## src/hw/rtl/bpq_pkg.sv

```systemverilog
// Shared types, codes and sizes for the bounded priority queue.
package bpq_pkg;

  localparam int DEPTH    = 8;
  localparam int CNT_W    = $clog2(DEPTH + 1);
  localparam int DATA_W   = 32;
  localparam int PRIO_W   = 8;
  localparam int OCC_W    = 4;
  localparam int STATUS_W = 2;

  localparam int IN_TDATA_W  = ((DATA_W + PRIO_W + 7) / 8) * 8;
  localparam int IN_PAD_W    = IN_TDATA_W - DATA_W - PRIO_W;
  localparam int OUT_TDATA_W = ((DATA_W + PRIO_W + OCC_W + 7) / 8) * 8;
  localparam int OUT_PAD_W   = OUT_TDATA_W - DATA_W - PRIO_W - OCC_W;

  localparam logic KIND_ENQ = 1'b0;
  localparam logic KIND_DEQ = 1'b1;

  typedef enum logic [STATUS_W-1:0] {
    ST_OK        = 2'd0,
    ST_OVERFLOW  = 2'd1,
    ST_UNDERFLOW = 2'd2
  } status_e;

  typedef enum logic [2:0] {
    OP_NONE,
    OP_PUSH,
    OP_POP,
    OP_REFUSE_FULL,
    OP_REFUSE_EMPTY
  } op_e;

  typedef struct packed {
    op_e op;
  } cmd_t;

  typedef struct packed {
    logic full;
    logic empty;
  } stat_t;

endpackage

```

## src/hw/rtl/bpq_ctrl.sv

```systemverilog
// Handshake controller: accepts requests, picks the operation, owns result valid.
module bpq_ctrl (
  input  logic          clk_i,
  input  logic          rst_ni,
  input  logic          s_valid_i,
  input  logic          s_kind_i,
  output logic          s_ready_o,
  output logic          m_valid_o,
  input  logic          m_ready_i,
  input  bpq_pkg::stat_t stat_i,
  output bpq_pkg::cmd_t  cmd_o
);
  import bpq_pkg::*;

  localparam logic S_IDLE = 1'b0;
  localparam logic S_HOLD = 1'b1;

  logic state_q, state_d;
  logic in_fire;

  // A held result that leaves this cycle frees the output register.
  assign s_ready_o = (state_q == S_IDLE) | m_ready_i;
  assign in_fire   = s_valid_i & s_ready_o;
  assign m_valid_o = (state_q == S_HOLD);

  always_comb begin
    state_d = state_q;
    if (in_fire) begin
      state_d = S_HOLD;
    end else if (m_ready_i) begin
      state_d = S_IDLE;
    end
  end

  always_comb begin
    cmd_o.op = OP_NONE;
    if (in_fire) begin
      case (s_kind_i)
        KIND_ENQ: cmd_o.op = stat_i.full ? OP_REFUSE_FULL : OP_PUSH;
        KIND_DEQ: cmd_o.op = stat_i.empty ? OP_REFUSE_EMPTY : OP_POP;
        default:  cmd_o.op = OP_NONE;
      endcase
    end
  end

  always_ff @(posedge clk_i or negedge rst_ni) begin
    if (!rst_ni) begin
      state_q <= S_IDLE;
    end else begin
      state_q <= state_d;
    end
  end

endmodule

```

## src/hw/rtl/bpq_datapath.sv

```systemverilog
// Sorted row of compare-and-shift cells, entry count and result register.
module bpq_datapath (
  input  logic                         clk_i,
  input  logic                         rst_ni,
  input  bpq_pkg::cmd_t                cmd_i,
  input  logic [bpq_pkg::DATA_W-1:0]   in_data_i,
  input  logic [bpq_pkg::PRIO_W-1:0]   in_prio_i,
  output bpq_pkg::stat_t               stat_o,
  output logic [bpq_pkg::DATA_W-1:0]   res_data_o,
  output logic [bpq_pkg::PRIO_W-1:0]   res_prio_o,
  output logic [bpq_pkg::STATUS_W-1:0] res_status_o,
  output logic [bpq_pkg::OCC_W-1:0]    res_occ_o
);
  import bpq_pkg::*;

  logic [DATA_W-1:0]   data_q [DEPTH];
  logic [PRIO_W-1:0]   prio_q [DEPTH];
  logic [DEPTH-1:0]    ge;
  logic [CNT_W-1:0]    count_q, count_d;

  logic [DATA_W-1:0]   res_data_q;
  logic [PRIO_W-1:0]   res_prio_q;
  logic [STATUS_W-1:0] res_status_q;
  logic [OCC_W-1:0]    res_occ_q;

  assign stat_o.full  = (count_q == CNT_W'(DEPTH));
  assign stat_o.empty = (count_q == '0);

  // Held entries are sorted, so the ge vector is a run of ones from cell 0.
  always_comb begin
    for (int i = 0; i < DEPTH; i++) begin
      ge[i] = (CNT_W'(i) < count_q) && (prio_q[i] >= in_prio_i);
    end
  end

  for (genvar g = 0; g < DEPTH; g++) begin : g_cell
    logic [DATA_W-1:0] left_data, right_data;
    logic [PRIO_W-1:0] left_prio, right_prio;
    logic              left_ge;

    if (g == 0) begin : g_head
      assign left_data = in_data_i;
      assign left_prio = in_prio_i;
      assign left_ge   = 1'b1;
    end else begin : g_body
      assign left_data = data_q[g-1];
      assign left_prio = prio_q[g-1];
      assign left_ge   = ge[g-1];
    end

    if (g == DEPTH - 1) begin : g_tail
      assign right_data = data_q[g];
      assign right_prio = prio_q[g];
    end else begin : g_inner
      assign right_data = data_q[g+1];
      assign right_prio = prio_q[g+1];
    end

    // Keep, take the new entry, or shift from the neighbor.
    always_ff @(posedge clk_i) begin
      case (cmd_i.op)
        OP_PUSH: begin
          if (!ge[g]) begin
            if (left_ge) begin
              data_q[g] <= in_data_i;
              prio_q[g] <= in_prio_i;
            end else begin
              data_q[g] <= left_data;
              prio_q[g] <= left_prio;
            end
          end
        end
        OP_POP: begin
          data_q[g] <= right_data;
          prio_q[g] <= right_prio;
        end
        default: begin
        end
      endcase
    end
  end

  always_comb begin
    case (cmd_i.op)
      OP_PUSH: count_d = count_q + CNT_W'(1);
      OP_POP:  count_d = count_q - CNT_W'(1);
      default: count_d = count_q;
    endcase
  end

  always_ff @(posedge clk_i or negedge rst_ni) begin
    if (!rst_ni) begin
      count_q <= '0;
    end else begin
      count_q <= count_d;
    end
  end

  always_ff @(posedge clk_i) begin
    if (cmd_i.op != OP_NONE) begin
      res_occ_q <= OCC_W'(count_d);
      case (cmd_i.op)
        OP_POP: begin
          res_data_q   <= data_q[0];
          res_prio_q   <= prio_q[0];
          res_status_q <= ST_OK;
        end
        OP_REFUSE_FULL: begin
          res_data_q   <= '0;
          res_prio_q   <= '0;
          res_status_q <= ST_OVERFLOW;
        end
        OP_REFUSE_EMPTY: begin
          res_data_q   <= '0;
          res_prio_q   <= '0;
          res_status_q <= ST_UNDERFLOW;
        end
        default: begin
          res_data_q   <= '0;
          res_prio_q   <= '0;
          res_status_q <= ST_OK;
        end
      endcase
    end
  end

  assign res_data_o   = res_data_q;
  assign res_prio_o   = res_prio_q;
  assign res_status_o = res_status_q;
  assign res_occ_o    = res_occ_q;

endmodule

```

## src/hw/rtl/bounded_priority_queue.sv

```systemverilog
// Top level of the bounded priority queue: controller plus cell datapath.
//
// Usage:
//   The slave stream carries one request per transfer. tuser selects the
//   operation (0 enqueue, 1 dequeue); tdata carries the data word and its
//   priority for an enqueue and is ignored for a dequeue.
//   The master stream returns exactly one result per request, in order:
//   the removed word and priority on a successful dequeue (zero otherwise),
//   the entry count after the operation, and a status code in tuser
//   (0 ok, 1 overflow on a full enqueue, 2 underflow on an empty dequeue).
//   Equal priorities leave in arrival order.
// Latency and throughput:
//   A request is executed at the edge that accepts it, and its result is
//   shown on the master side in the next cycle. With master tready high, one
//   request per cycle is sustained: the whole insertion or removal is one
//   step of the row of compare-and-shift cells, one cell per entry.
// Reset:
//   Clears the entry count and the result valid; entry contents stay
//   undefined and are never read before being written.
// Stall:
//   A result waits in the output register while the receiver holds tready
//   low; tready on the slave side stays low until that result leaves.
module bounded_priority_queue (
  input  logic                            clk_i,
  input  logic                            rst_ni,
  input  logic                            s_axis_tvalid_i,
  output logic                            s_axis_tready_o,
  // [31:0] item_data, [39:32] item_priority
  input  logic [bpq_pkg::IN_TDATA_W-1:0]  s_axis_tdata_i,
  // [0] kind
  input  logic                            s_axis_tuser_i,
  output logic                            m_axis_tvalid_o,
  input  logic                            m_axis_tready_i,
  // [31:0] out_data, [39:32] out_priority, [43:40] occupancy, rest zero
  output logic [bpq_pkg::OUT_TDATA_W-1:0] m_axis_tdata_o,
  // [1:0] status
  output logic [bpq_pkg::STATUS_W-1:0]    m_axis_tuser_o
);
  import bpq_pkg::*;

  cmd_t                cmd;
  stat_t               stat;
  logic [DATA_W-1:0]   res_data;
  logic [PRIO_W-1:0]   res_prio;
  logic [STATUS_W-1:0] res_status;
  logic [OCC_W-1:0]    res_occ;

  // Decide the operation and run the handshakes.
  bpq_ctrl u_ctrl (
    .clk_i     (clk_i),
    .rst_ni    (rst_ni),
    .s_valid_i (s_axis_tvalid_i),
    .s_kind_i  (s_axis_tuser_i),
    .s_ready_o (s_axis_tready_o),
    .m_valid_o (m_axis_tvalid_o),
    .m_ready_i (m_axis_tready_i),
    .stat_i    (stat),
    .cmd_o     (cmd)
  );

  // Hold the sorted entries and the result register.
  bpq_datapath u_dp (
    .clk_i        (clk_i),
    .rst_ni       (rst_ni),
    .cmd_i        (cmd),
    .in_data_i    (s_axis_tdata_i[DATA_W-1:0]),
    .in_prio_i    (s_axis_tdata_i[DATA_W+PRIO_W-1:DATA_W]),
    .stat_o       (stat),
    .res_data_o   (res_data),
    .res_prio_o   (res_prio),
    .res_status_o (res_status),
    .res_occ_o    (res_occ)
  );

  assign m_axis_tdata_o = {{OUT_PAD_W{1'b0}}, res_occ, res_prio, res_data};
  assign m_axis_tuser_o = res_status;

endmodule

```

## config.mk

```make
export PLATFORM = sky130hd
export DESIGN_NAME = bounded_priority_queue
export DESIGN_NICKNAME = d
export VERILOG_FILES = /design/src/hw/rtl/bpq_pkg.sv /design/src/hw/rtl/bpq_ctrl.sv /design/src/hw/rtl/bpq_datapath.sv /design/src/hw/rtl/bounded_priority_queue.sv
export SDC_FILE = /design/constraint.sdc
export NUM_CORES = 1
export LEC_CHECK = 0
export CAP_MARGIN = 20
export CORE_ASPECT_RATIO = 0.75
export CORE_MARGIN = 2
export CORE_UTILIZATION = 40
export CTS_BUF_LIST = sky130_fd_sc_hd__clkbuf_8 sky130_fd_sc_hd__clkbuf_16
export DETAILED_ROUTE_END_ITERATION = 7
export DONT_BUFFER_PORTS = 1
export GPL_TIMING_DRIVEN = 0
export PLACE_DENSITY = 0.52
export SLEW_MARGIN = 20
export SYNTH_ARGS = -nofsm -noshare
export SYNTH_HDL_FRONTEND = slang
export SYNTH_SLANG_ARGS = --single-unit
```

## constraint.sdc

```tcl
create_clock -name clk_i -period 5.1 [get_ports clk_i]
set_clock_uncertainty 0.1 [all_clocks]
set_input_delay 1.02 -clock clk_i [delete_from_list [all_inputs] [get_ports clk_i]]
set_output_delay 1.02 -clock clk_i [all_outputs]
set_load 0.02 [all_outputs]
```

; ---- Yosys cells after proc, flatten, opt, wreduce, memory -nomap -nowiden
; Memory sizes are Yosys's and may differ from the RTL's.
; Index checks and enable logic that the tools add are counted.
[totals]
register_bits = 51
ramBits = 320
inputBits = 45
out_inout_bits = 52
word_cells = 174
n_memories = 2
[mem_list]
columns = memory, words, width, read_ports, rd_ports_with_merged_regs, write_ports, line_no
row1 = u_dp.data_q, 8, 32, 8, 0, 8, bpq_datapath.sv:16  ; logic [DATA_W-1:0] data_q [DEPTH];
row2 = u_dp.prio_q, 8, 8, 8, 0, 8, bpq_datapath.sv:17  ; logic [PRIO_W-1:0] prio_q [DEPTH];
[classes]
add_sub_neg = 2
magnitude_cmp = 16
n_eq_ne = 5
n_mux = 98
n_bitwise = 34
reduce_logical = 11
[op_table]
columns = operator, n
row1 = two-way mux 32 bit, 15
row2 = two-way mux 8 bit, 15
row3 = >= comparator 8 bit, 8
row4 = two-way mux 1 bit, 62
row5 = OR 1 bit, 31
row6 = less-than comparator 3 x 4 -> 1 bit (first input constant), 4
row7 = logical AND 1 bit, 8
row8 = less-than comparator 1 x 4 -> 1 bit (first input constant), 2
row9 = less-than comparator 2 x 4 -> 1 bit (first input constant), 2
row10 = case mux 4 bit (2 select lines), 1
row11 = == test 3 x 2 -> 1 bit (second input constant), 2
row12 = two-way mux 3 bit, 2
row13 = case mux 3 bit (2 select lines), 1
row14 = adder 4 x 1 -> 4 bit (second input constant), 1
row15 = == test 4 bit (second input constant), 1
row16 = zero test 4 bit, 1
row17 = case mux 2 bit (2 select lines), 1
row18 = subtractor 4 x 1 -> 4 bit (second input constant), 1
row19 = == test 3 x 1 -> 1 bit (second input constant), 1
row20 = == test 3 bit (second input constant), 1
row21 = nonzero test 3 bit, 1
row22 = two-way mux 2 bit, 1
row23 = NOT 1 bit, 2
row24 = nonzero test 2 bit, 1
row25 = AND 1 bit, 1

; ---- Longest topological paths before layout
[logic_depth]
depth_word = 9
mapped_depth = 11
depth_no_buf = 8

; ---- By module
; A second synthesis with hierarchy kept.
[unflattened]
hier_cells = 1543
hier_area_um2 = 18238.7
[modules_own_cells]
columns = mod, instances, cells_each, area_per_inst_um2, seq_area_each_um2
row1 = bpq_datapath, 1, 1530, 18126.1, 11090.6
row2 = bpq_ctrl, 1, 8, 78.8, 25.0
row3 = bounded_priority_queue, 1, 5, 33.8, 0.0

; ---- Worst setup path after synthesis
; OpenSTA, ideal clock, no wires.
[synth_timing]
path_type = input-to-reg
from = in s_axis_tdata_i[34] (netlist name)
to = mem u_dp.data_q[5][0], in the netlist u_dp.data_q[1][32], enable pin
setup_time_ns = 0.493
t_arrival_ns = 5.276
required_ns = 4.507
slack_ns = -0.769
stages = 8
path_buffers = 1
path_cell_list = inv_1 ha_1 a211o_1 a31oi_1 o21ai_1 and2_1 clkbuf_1 o21ai_0
[synth_lines]
columns = element, line_no
row1 = start: declaration, bounded_priority_queue.sv:29  ; input logic [bpq_pkg::IN_TDATA_W-1:0] s_axis_tdata_i,
row2 = end: declaration, bpq_datapath.sv:16

==> flow_summary_export.csv <==
group,metric,value,unit
finish,fin_nets,1824,
global_routing,grt_max_degree,41,
place,portBuffers,0,
timing,final-setup-viol-count,0,
clock_tree,clock_sinks,371,
place,dpl_worst_slack,359,ps
critical_path,worst_setup_path_end_kind,"flip-flop",
clock_tree,clk_latency,570,ps
finish,drive_gt1_share,10.9,%
timing,slew_violations,0,
yosys,yosysWarnings,0,
place,routabilityCongestion,0.868,
route,drc,0,
clock_tree,cts_resized,0,
hold_path,hold_path.class,"input port to async pin",
floorplan,core,0.0471,sq mm
timing,relSlewSlack,21.0,%
route,drtPass1Iterations,6,
timing,finalCriticalPeriod,4180,ps
route,vias_per_cell,5.75,
run,drv_cap,0,
floorplan,dieArea,0.0494,sq mm
pwr,power_density,457,mW/mm^2
pwr,sequentialPowerShare,45.6,%
yosys,synth_cell_types,55,
timing,tightest_slew,1170,ps
pwr,total_power,9820,uW
floorplan,fp.dieW,256,um
pwr,clkPwrFrac,29.6,%
clock_tree,cts_buffer_depth,3,
yosys,seq_area_frac_synth,58.4,%
critical_path,startpoint_type,"input port",
critical_path,critical_path_required,5110,ps
floorplan,start_util,40.4,%
critical_path,cp_data_arrival_time,4190,ps
place,place_area,0.0202,sq mm
route,drtIter0Drc,1354,
floorplan,ioPinCount,97,
clock_tree,postCtsSetupBuffers,0,
global_routing,grt-ovfl-total,0,
pwr,vdd_drop_max,0.221,mV
outcome,outcome,"finished, final reports clean",
global_routing,track_usage,24.5,%
yosys,syn_area_per_cell,11.5,sq um
clock_tree,tritoncts,"done",
critical_path,crit_fanout,40,
clock_tree,root_buffer,"clkbuf_16",
clock_tree,h-tree-depth,2,
clock_tree,clk_pin_slew,60,ps
floorplan,rows,69,
route,wl_per_cell,25.6,um
floorplan,die_h,193,um
critical_path,crit_path_start,"m_axis_tready_i",
route,vias,13700,
finish,syn2layout_area_growth,12.8,%
route,detail-route-antenna-nets,0,
finish,diodes,0,
yosys,synth_edf_count,366,
critical_path,r2r_start,"u_ctrl.m_valid_o",
clock_tree,cts-buffers-inserted,40,
global_routing,antenna_found_initial,0,
route,drt-total-wl,60.7,mm
timing,hold_viol_final,0,
global_routing,grt_pass1_wl,89.9,mm
timing,max_freq,239,MHz
pwr,internal-power,6620,uW
finish,fillCellCount,4453,
critical_path,path_class,"input port to flip-flop",
yosys,synth_cells,1654,
timing,period_share,82.0,%
finish,fin_area,0.0215,sq mm
pwr,p_leak,0.00841,uW
timing,rsz0062_at_grt,"false",
pwr,switchingPower,3200,uW
yosys,syn-cell-area,0.0190,sq mm
place,hpwlAfterDp,41.0,mm
clock_tree,cts-hold-fix-buffers,0,
global_routing,grt_pass1_vias,13500,
pwr,p_sw_share,32.6,%
yosys,async_reset_ff_share,1.35,%
pwr,combPwrFrac,24.7,%
yosys,ys_ff_latch,371,
timing,setup_slack,918,ps
yosys,synth_ff_type,"edfxtp_1",
==> layout by cell type (no fill, tap or decap), drive strengths merged, types with 5 or more instances in the layout <==
cell	Yosys	final
nand2b	6	6
mux2i	134	134
a211oi	7	7
clkinv	0	14
a31oi	41	41
a21oi	58	58
o21ai	181	181
edfxtp	366	366
nand3	5	5
mux2	73	73
nor2	99	99
inv	18	25
and2	42	42
clkbuf	53	94
ha	67	67
buf	59	72
a221o	39	39
dfrtp	5	5
nand2	355	355
==> final cells by class <==
class	count	area, sq um	area share (%)
sequential	371	11100	51.8
multi-input combinational	1156	7410	34.5
clock buffer	41	1030	4.78
tap	639	800	3.72
buffer	112	529	2.46
timing repair buffer	13	310	1.44
clock inverter	26	219	1.02
inverter	18	67.6	0.315
==> state kept, by name, indices dropped and copies added (netlist names) <==
register	count
u_dp.res_prio_o	8
u_ctrl.m_valid_o	1
u_dp.count_q	4
u_dp.data_q	256
u_dp.res_status_o	2
u_dp.res_occ_o	4
u_dp.res_data_o	32
u_dp.prio_q	64
==> layer usage <==
| metal | track usage, % | wire [um] | vias to the layer above |
|---|---|---|---|
| li1 | - | - | 6205 |
| met1 | 36.3 | 29000 | 6832 |
| met2 | 36.0 | 25700 | 541 |
| met3 | 4.98 | 4490 | 88 |
| met4 | 7.76 | 1560 | 0 |
| met5 | 0 | 0 | - |
==> critical path: stages <==
cell and delay [ps]:
nand2b_2 260, and2_4 330, nand3_1 380, buf_2 370
buf_2 350, clkbuf_1 750, nand2_4 690
==> metrics by stage <==
| stage | util (%) | TNS, ps | hold WS, ps | cells |
|---|---|---|---|---|
| floorplan | - | 0 | 409 | 1657 |
| global placement | 42.1 | -821570 | 428 | 2296 |
| detailed placement | 42.9 | 0 | 426 | 2309 |
| CTS | 45.6 | 0 | 18.7 | 2376 |
| global route | 45.6 | 0 | 29.2 | 2376 |
| finish | 45.6 | 0 | 50.4 | 2376 |
==> final timing paths <==
| check | to | slack (ps) | cells after the start |
|---|---|---|---|
| worst max-delay path | u_dp.data_q[1][7] | 920 | 7 |
| worst max register to register | u_dp.data_q[1][7] | 960 | 7 |
| max in group asynchronous | u_dp.count_q[0] | 4780 | 0 |
| min in group clk_i | u_dp.data_q[0][11] | 440 | 2 |
| worst min-delay path | u_dp.count_q[1] | 50 | 0 |
| worst min register to register | u_dp.data_q[0][11] | 440 | 2 |
==> cells in the mapped netlist, types with 3 or more instances <==
cell type / n / share of area (%)
a211oi_1: 6 / 0.24
a21o_1: 3 / 0.12
a21oi_1: 57 / 1.5
a221o_1: 39 / 2.1
a31oi_1: 41 / 1.3
and2_1: 42 / 1.4
buf_1: 12 / 0.24
buf_2: 33 / 0.87
buf_4: 10 / 0.39
buf_6: 4 / 0.24
clkbuf_1: 53 / 1.0
dfrtp_1: 5 / 0.66
edfxtp_1: 366 / 58
ha_1: 67 / 4.4
inv_1: 18 / 0.35
mux2_1: 17 / 1.0
mux2_2: 56 / 3.3
mux2i_1: 134 / 7.0
nand2_1: 355 / 7.0
nand2b_1: 5 / 0.16
nand3_1: 5 / 0.13
nand4_1: 3 / 0.099
nor2_1: 97 / 1.9
nor2b_1: 4 / 0.13
nor3_1: 3 / 0.079
o21ai_0: 179 / 4.7
o221ai_1: 4 / 0.18
==> kinds of logic (layout without fill, tap and decap cells) <==
family / Yosys count / in the layout / synth area share [%]
AND/OR/NAND/NOR: 526 / 526 / 11.4
XOR/XNOR: 3 / 3 / 0.138
AO/OA/AOI/OAI: 349 / 349 / 11.1
adder cells (fa/ha/maj): 67 / 67 / 4.40
multiplexers: 207 / 207 / 11.4
buffers and inverters: 130 / 210 / 3.13
other: 1 / 4 / 0.0197
flip-flops: 371 / 371 / 58.4
==> power by group through the flow <==
stage,registers [uW],logic (uW),clock network (uW)
floorplan,4430,1500,0
global placement,4580,2220,0
detailed placement,4530,2400,0
CTS,4470,2410,2960
global route,4530,2630,3070
finish,4480,2430,2910
(Power assumes the default switching activity.)
